<file path="config.mk">
export PLATFORM = sky130hd
export DESIGN_NAME = hts_ram
export DESIGN_NICKNAME = d
export VERILOG_FILES = /design/src/hts_ram.sv
export SDC_FILE = /design/constraint.sdc
export NUM_CORES = 1
export LEC_CHECK = 0
export BUFFER_PORTS_ARGS = -buffer_cell sky130_fd_sc_hd__buf_2
export CAP_MARGIN = 10
export CORE_UTILIZATION = 51
export DETAILED_ROUTE_END_ITERATION = 16
export PLACE_DENSITY = 0.84
export REMOVE_ABC_BUFFERS = 1
export SLEW_MARGIN = 10
export SYNTH_ARGS = -nofsm -noshare
export SYNTH_HDL_FRONTEND = slang
export SYNTH_SLANG_ARGS = --single-unit
</file>
<file path="constraint.sdc">
create_clock -name clk -period 1.25 [get_ports clk]
set_input_delay 0.0625 -clock clk [delete_from_list [all_inputs] [get_ports clk]]
set_output_delay 0.0625 -clock clk [all_outputs]
set_load 0.005 [all_outputs]
</file>
<file path="src/hts_ram.sv">
// ----------------------------------------------------------------------------
// hts_ram
// Simple dual-port synchronous RAM: one write port, one registered read port.
// ----------------------------------------------------------------------------
module hts_ram #(
    parameter int DEPTH = 2,
    parameter int WIDTH = 8,
    parameter int AW    = (DEPTH > 1) ? $clog2(DEPTH) : 1
) (
    input  logic             clk,
    input  logic             we,
    input  logic [AW-1:0]    waddr,
    input  logic [WIDTH-1:0] wdata,
    input  logic             re,
    input  logic [AW-1:0]    raddr,
    output logic [WIDTH-1:0] rdata
);

    logic [WIDTH-1:0] mem [DEPTH];
    logic [WIDTH-1:0] rdata_reg;

    always_ff @(posedge clk)
    begin
        if (we)
        begin
            mem[waddr] <= wdata;
        end
        if (re)
        begin
            rdata_reg <= mem[raddr];
        end
    end

    assign rdata = rdata_reg;

endmodule

</file>
* After elaboration in Yosys (flattened, before gate mapping)
Memories as Yosys holds them, arrays and structs flattened. A register that Yosys moved wholly into a read port is not among the register bits. Cells that the tools add are included.
Word-level totals: flip-flop bits (word level) 0, bits in writable memories 16, output and inout bits 8, logic and storage cells 3, memories kept 1
Operators by class: mux-type cells 2
Memory list:
- mem | depth 2, bits a word 8, read ports 1, clocked after memory_dff 1, write ports 1, line 19 | logic [WIDTH-1:0] mem [DEPTH];
Operators by type and width (number):
- $mux W1 | 2

* Logic depth before layout (Yosys ltp)
Gate-level depths: netlist of the first run.
depth after elaboration 2, mapped depth 2

* Least setup slack after synthesis of the first run
No wires, ideal clock.
path kind input-to-reg, from in we, to mem mem[0][0] (enable), arrival time 0.483 ns, data required time 0.877 ns, slack 0.394 ns, stages 1, path buffers 0, cells stage by stage nor2b_1
Between the ends: longest elaborated chain between the ends 2
RTL lines:
- start: declaration | line 11 | input logic we,
- $mux W1 | line 24 | if (we)
- $mux W1 (implied by the code) | line 26 | mem[waddr] <= wdata;
- end: declaration | line 19
No other way between the ends.

* Worst setup path in the final report of the first run
from mem mem[0][6], to reg rdata_reg[6] (netlist: rdata[6]), read port of mem, data pin
RTL lines:
- end: declaration | line 20 | logic [WIDTH-1:0] rdata_reg;
No word-level cell between the ends.

==> flow_summary.json, run 1 <==
{
  "status": "complete, no violations",
  "ys_ff_latch": 24,
  "power_density_mw_per_mm2": 1290,
  "power_frac_clock_pct": 22.8,
  "grt_max_degree": 14,
  "cts_tree": "done",
  "grt_pass1_wl_um": 1680,
  "yosys_warnings": 0,
  "synth-xor-area-share_pct": 0,
  "largest_register_ffs": 16,
  "drv_slew": 0,
  "cp_cell_sequence": "mux2_4",
  "clock.fmax_mhz": 1110,
  "yosys.area_share.adder_pct": 0,
  "holdCritPathClass": "in -> reg",
  "startpoint_type": "flop",
  "synth_top_family_by_area": "multiplexers",
  "ios": 21,
  "htreeDepth": 1,
  "antenna_cells": 0,
  "postSynthCellCount": 35,
  "layout-drive-gt1-share_pct": 47.8,
  "p_comb_share_pct": 8.8,
  "top_layer_used": "met3",
  "required_ns": 1.32,
  "fillers": 97,
  "synth.mux.area_fraction_pct": 13.9,
  "power_frac_seq_pct": 68.4,
  "wl_um": 995,
  "worst-slew-pin-transition_ns": 0.364,
  "crit_buf_inv": 0,
  "grt_pass1_vias": 438,
  "synth_area_um2": 865,
  "synthToLayoutAreaGrowth_pct": 25.8,
  "vias": 400,
  "gp_congestion": 0.584,
  "grt_antenna_before_repair": 0,
  "slowest_stage": "edfxtp_1",
  "wl_met3_um": 72,
  "avgViaCountPerCell": 4.82,
  "crit_family": "flip-flops",
  "fin_tns_setup_ns": 0,
  "wl_met2_um": 511,
  "finalCriticalPeriod_ns": 0.899,
  "path_class": "reg -> reg",
  "cap_violations": 0,
  "clk_path_buf_depth": 2,
  "cts_root_buf": "clkbuf_4",
  "grt_usage_pct": 12.6,
  "wl_per_cell_um": 12.0,
  "finalClockSkew_ns": 0.00409,
  "coreArea_mm2": 0.00154,
  "max_slew_margin_pct": 75.7,
  "seq_area_um2": 721,
  "sw_frac_of_total_pct": 18.6,
  "slowest_delay_ns": 0.39,
  "crit_fanout": 1,
  "wl_met1_um": 412,
  "place.port_buffers": 20,
  "cp.arrival_ns": 0.97,
  "die_h_um": 43.2,
  "p_int_mw": 1.14,
  "grt_setup_unrepaired": "false",
  "p_sw_mw": 0.261,
  "clkTransAtPathRegs_ns": 0.12,
  "finalSetupViolations": 0,
  "dr.pass1.iters": 2,
  "ant_nets": 0,
  "postCtsSetupRepairBufs": 0,
  "numCtsBuffers": 3,
  "cp-end-kind": "flop",
  "die-width_um": 43.2,
  "yosys.area_share.simple_pct": 1.45,
  "yosysSeqAreaShare_pct": 83.4,
  "die_area_mm2": 0.00186,
  "rows": 14,
  "synth-compound-area-share_pct": 0,
  "finalPower_mw": 1.41,
  "multi_input_area_um2": 133,
  "numClockSinks": 24,
  "finalHoldViolCount": 0,
  "clock_latency_ns": 0.30,
  "grt_overflow": 0,
  "peakVddDrop_v": 0.000914,
  "drc": 0,
  "power.leakage_nw": 0.432,
  "start_util_pct": 56.1,
  "synthesis.area_per_instance_um2": 24.7,
  "fin_nets": 81,
  "fin_crit_sh_pct": 71.9,
  "synth.distinct_cells": 5,
  "drt_iter0_drc": 1
}
[metrics by stage]
step / setup slack, ns / hold slack [ns] / cells / area (um2) / util, %
finish: 0.351 / 0.0870 / 83 / 1090 / 70.5
global route: 0.328 / 0.0732 / 83 / 1090 / 70.5
CTS: 0.353 / 0.0812 / 83 / 1090 / 70.5
detailed placement: 0.360 / 0.254 / 71 / 981 / 63.6
global placement: 0.377 / 0.249 / 71 / 981 / 63.6
floorplan: 0.394 / 0.161 / 34 / 853 / -
[cell usage in the layout (no fill, tap or decap), drive strengths merged]
cell	netlist	layout
mux2	8	8
clkinv	0	1
clkbuf	0	3
nor2b	1	1
and2	1	1
edfxtp	24	24
buf	1	21
dlygate4sd3	0	8
[logic make-up (layout without fill, tap and decap cells)]
| group | Yosys count | after routing |
|---|---|---|
| buffers and inverters | 1 | 33 |
| flip-flops | 24 | 24 |
| multiplexers | 8 | 8 |
| AND/OR/NAND/NOR | 2 | 2 |
[power groups by stage]
stage | Combinational [mW] | Sequential, mW | Clock (mW)
finish | 0.124 | 0.962 | 0.320
global route | 0.135 | 0.967 | 0.362
CTS | 0.124 | 0.963 | 0.332
detailed placement | 0.105 | 0.981 | 0
global placement | 0.102 | 0.979 | 0
floorplan | 0.0467 | 0.982 | 0
[routing by layer]
layer | GRT usage (%) | vias up
met5 | 0 | -
met4 | 3.64 | 0
met3 | 4.26 | 0
met2 | 23.3 | 20
met1 | 13.4 | 179
li1 | - | 201
[what timing repair did]
item | in CTS | in global routing
resized for setup | 0 | 0
endpoints found under the hold margin | 16 | 0
hold buffers | 8 | 0
[Yosys cell counts, drive strengths merged]
cell	n	area share, %
edfxtp	24	83
mux2	8	14
and2	1	0.72
buf	1	1.3
nor2b	1	0.72
[final cells by class]
cell class                 count  area share (%)
clock buffer                   3            2.07
clock inverter                 1           0.345
multi-input combinational     10            12.2
sequential                    24            66.3
tap                           16            1.84
timing repair buffer          29            17.3
[final timing paths]
kind | from | end | slack, ns | cells past startpoint
hold / removal | re | rdata[1] | 0.09 | 1
hold reg to reg | mem[0][4] | rdata[4] | 0.56 | 1
setup / recovery | mem[0][6] | rdata[6] | 0.35 | 1
setup reg to reg | mem[0][6] | rdata[6] | 0.35 | 1
(Power assumes the default switching activity.)
==> run 2, diff against run 1 <==
--- a/config.mk
+++ b/config.mk
@@ -7,9 +7,9 @@
 export LEC_CHECK = 0
 export BUFFER_PORTS_ARGS = -buffer_cell sky130_fd_sc_hd__buf_2
 export CAP_MARGIN = 10
-export CORE_UTILIZATION = 51
+export CORE_UTILIZATION = 45
 export DETAILED_ROUTE_END_ITERATION = 16
-export PLACE_DENSITY = 0.84
+export PLACE_DENSITY = 0.79
 export REMOVE_ABC_BUFFERS = 1
 export SLEW_MARGIN = 10
 export SYNTH_ARGS = -nofsm -noshare
==> constraint.sdc (replaced) <==
create_clock -name clk -period 0.8 [get_ports clk]
set_input_delay 0.04 -clock clk [delete_from_list [all_inputs] [get_ports clk]]
set_output_delay 0.04 -clock clk [all_outputs]
set_load 0.005 [all_outputs]
==> run 2 against run 1 <==
Net effect: the flow now finishes with violations (setup timing); final cell count up 13%; combinational power increased by 63%; clock skew decreased by 0.0026 ns; global-route usage down 1.6 points; sequential share of layout area shrank 1.6 points; fmax down 0.40%; critical path type unchanged; critical endpoint is now rdata[4]; largest power group unchanged.
==> flow_summary.json, run 2 (same netlist as run 1, synthesis figures left out) <==
{
  "fin_crit_sh_pct": 113,
  "drc": 0,
  "grt_antenna_before_repair": 0,
  "grt_overflow": 0,
  "wl_um": 1010,
  "dr.pass1.iters": 2,
  "holdPathStages": 1,
  "htreeDepth": 1,
  "gr-usage-met3_pct": 3.57,
  "crit_family": "flip-flops",
  "finalHoldViolCount": 0,
  "clk_path_buf_depth": 2,
  "power_frac_seq_pct": 68.2,
  "p_int_mw": 1.79,
  "fin_nets": 83,
  "hold_slack_ns": 0.0673,
  "antenna_cells": 0,
  "final_cells": 94,
  "finalClockSkew_ns": 0.00148,
  "gp_congestion": 0.618,
  "finalPower_mw": 2.21,
  "final_common_cell": "edfxtp_1",
  "vias": 404,
  "wl_per_cell_um": 10.8,
  "power_frac_clock_pct": 22.7,
  "die_h_um": 45.8,
  "ant_nets": 0,
  "drt_iter0_drc": 1,
  "power.leakage_nw": 0.442,
  "largest_register_ffs": 16,
  "cp_cell_sequence": "mux2_4",
  "grt_setup_unrepaired": "true",
  "cap_violations": 0,
  "power_density_mw_per_mm2": 1980,
  "die-width_um": 45.8,
  "crit_buf_inv": 0,
  "numClockSinks": 24,
  "path_class": "reg -> reg",
  "cp.arrival_ns": 0.97,
  "cts_root_buf": "clkbuf_4",
  "finalSetupViolations": 16,
  "placed_cells": 82,
  "cp-end-kind": "flop",
  "cts_tree": "done",
  "ios": 21,
  "sw_frac_of_total_pct": 18.6,
  "coreArea_mm2": 0.00176,
  "status": "complete, but fails checks",
  "peakVddDrop_v": 0.00117,
  "worst-path-stages": 1,
  "reg2regPathDepth": 1,
  "final_cell_mix": "edfxtp_1 (24), buf_2 (20), mux2_4 (8), dlygate4sd3_1 (8)",
  "p_sw_mw": 0.411,
  "grt_pass1_wl_um": 1520,
  "required_ns": 0.86,
  "use_met2_pct": 18.9,
  "rows": 15,
  "postCtsSetupRepairBufs": 0,
  "cts.repair.resized": 0,
  "worst-slew-pin-transition_ns": 0.242,
  "fillers": 150,
  "grt_max_degree": 14,
  "start_util_pct": 49.0,
  "grt_use_met1_pct": 11.4,
  "timing.final.ws_setup_ns": -0.103,
  "grt_usage_pct": 11.0,
  "violations": "setup timing",
  "avgViaCountPerCell": 4.30,
  "die_area_mm2": 0.00210,
  "grt_busiest_layer": "met2",
  "holdCritPathClass": "in -> reg",
  "clock_latency_ns": 0.30,
  "layout-drive-gt1-share_pct": 49.3,
  "place.port_buffers": 20,
  "drv_slew": 0,
  "grt_pass1_vias": 378,
  "slowest_delay_ns": 0.39,
  "crit_fanout": 1,
  "numCtsBuffers": 3,
  "slowest_stage": "edfxtp_1",
  "p_comb_share_pct": 9.1,
  "startpoint_type": "flop",
  "clkTransAtPathRegs_ns": 0.12,
  "finalCriticalPeriod_ns": 0.903,
  "synthToLayoutAreaGrowth_pct": 28.8,
  "max_slew_margin_pct": 83.9,
  "clock.fmax_mhz": 1110
}
-- run 2: changes by cell type in the layout (fill, tap and decap cells not counted), sizes merged --
cell	previous run	this run
buf	21	23
-- run 2: final timing paths --
path         startpoint  endpoint  slack, ns
min                  re  rdata[5]       0.07
min reg2reg   mem[0][6]  rdata[6]       0.56
max reg2reg   mem[0][4]  rdata[4]      -0.10
max           mem[0][4]  rdata[4]      -0.10
-- run 2: layout make-up --
class                      instances  area (um2)  share of cell area, %
clock buffer                       3        22.5                   2.02
clock inverter                     1        3.75                  0.337
multi-input combinational         10         133                   11.9
sequential                        24         721                   64.7
tap                               25        31.3                   2.81
timing repair buffer              31         203                   18.2
-- run 2: metal layers --
metal | part of all wire (%) | wire [um]
met5 | 0 | 0
met4 | 0 | 0
met3 | 6.4 | 65
met2 | 51 | 518
met1 | 42 | 430
-- run 2: timing repair --
| item | CTS | global route |
|---|---|---|
| hold endpoints to repair | 16 | 0 |
| setup endpoints to repair | 16 | 16 |
| hold buffers | 8 | 0 |
| gates cloned | 0 | 0 |
-- run 2: per-stage QoR --
step	area, um2	setup slack, ns	util, %	setup TNS [ns]
global route	1110	-0.116	63.1	-1.49
global placement	1010	-0.0762	57.1	-0.564
floorplan	853	-0.0504	-	-0.670
CTS	1110	-0.106	63.1	-1.11
finish	1110	-0.103	63.1	-0.977
detailed placement	1010	-0.0875	57.1	-0.606
-- run 2: power by group through the flow --
| stage | clock network (mW) | registers [mW] | logic, mW |
|---|---|---|---|
| after floorplan | 0 | 1.53 | 0.0729 |
| after global placement | 0 | 1.53 | 0.170 |
| after detailed placement | 0 | 1.53 | 0.174 |
| after CTS | 0.517 | 1.50 | 0.204 |
| after global routing | 0.554 | 1.51 | 0.220 |
| final | 0.500 | 1.50 | 0.202 |
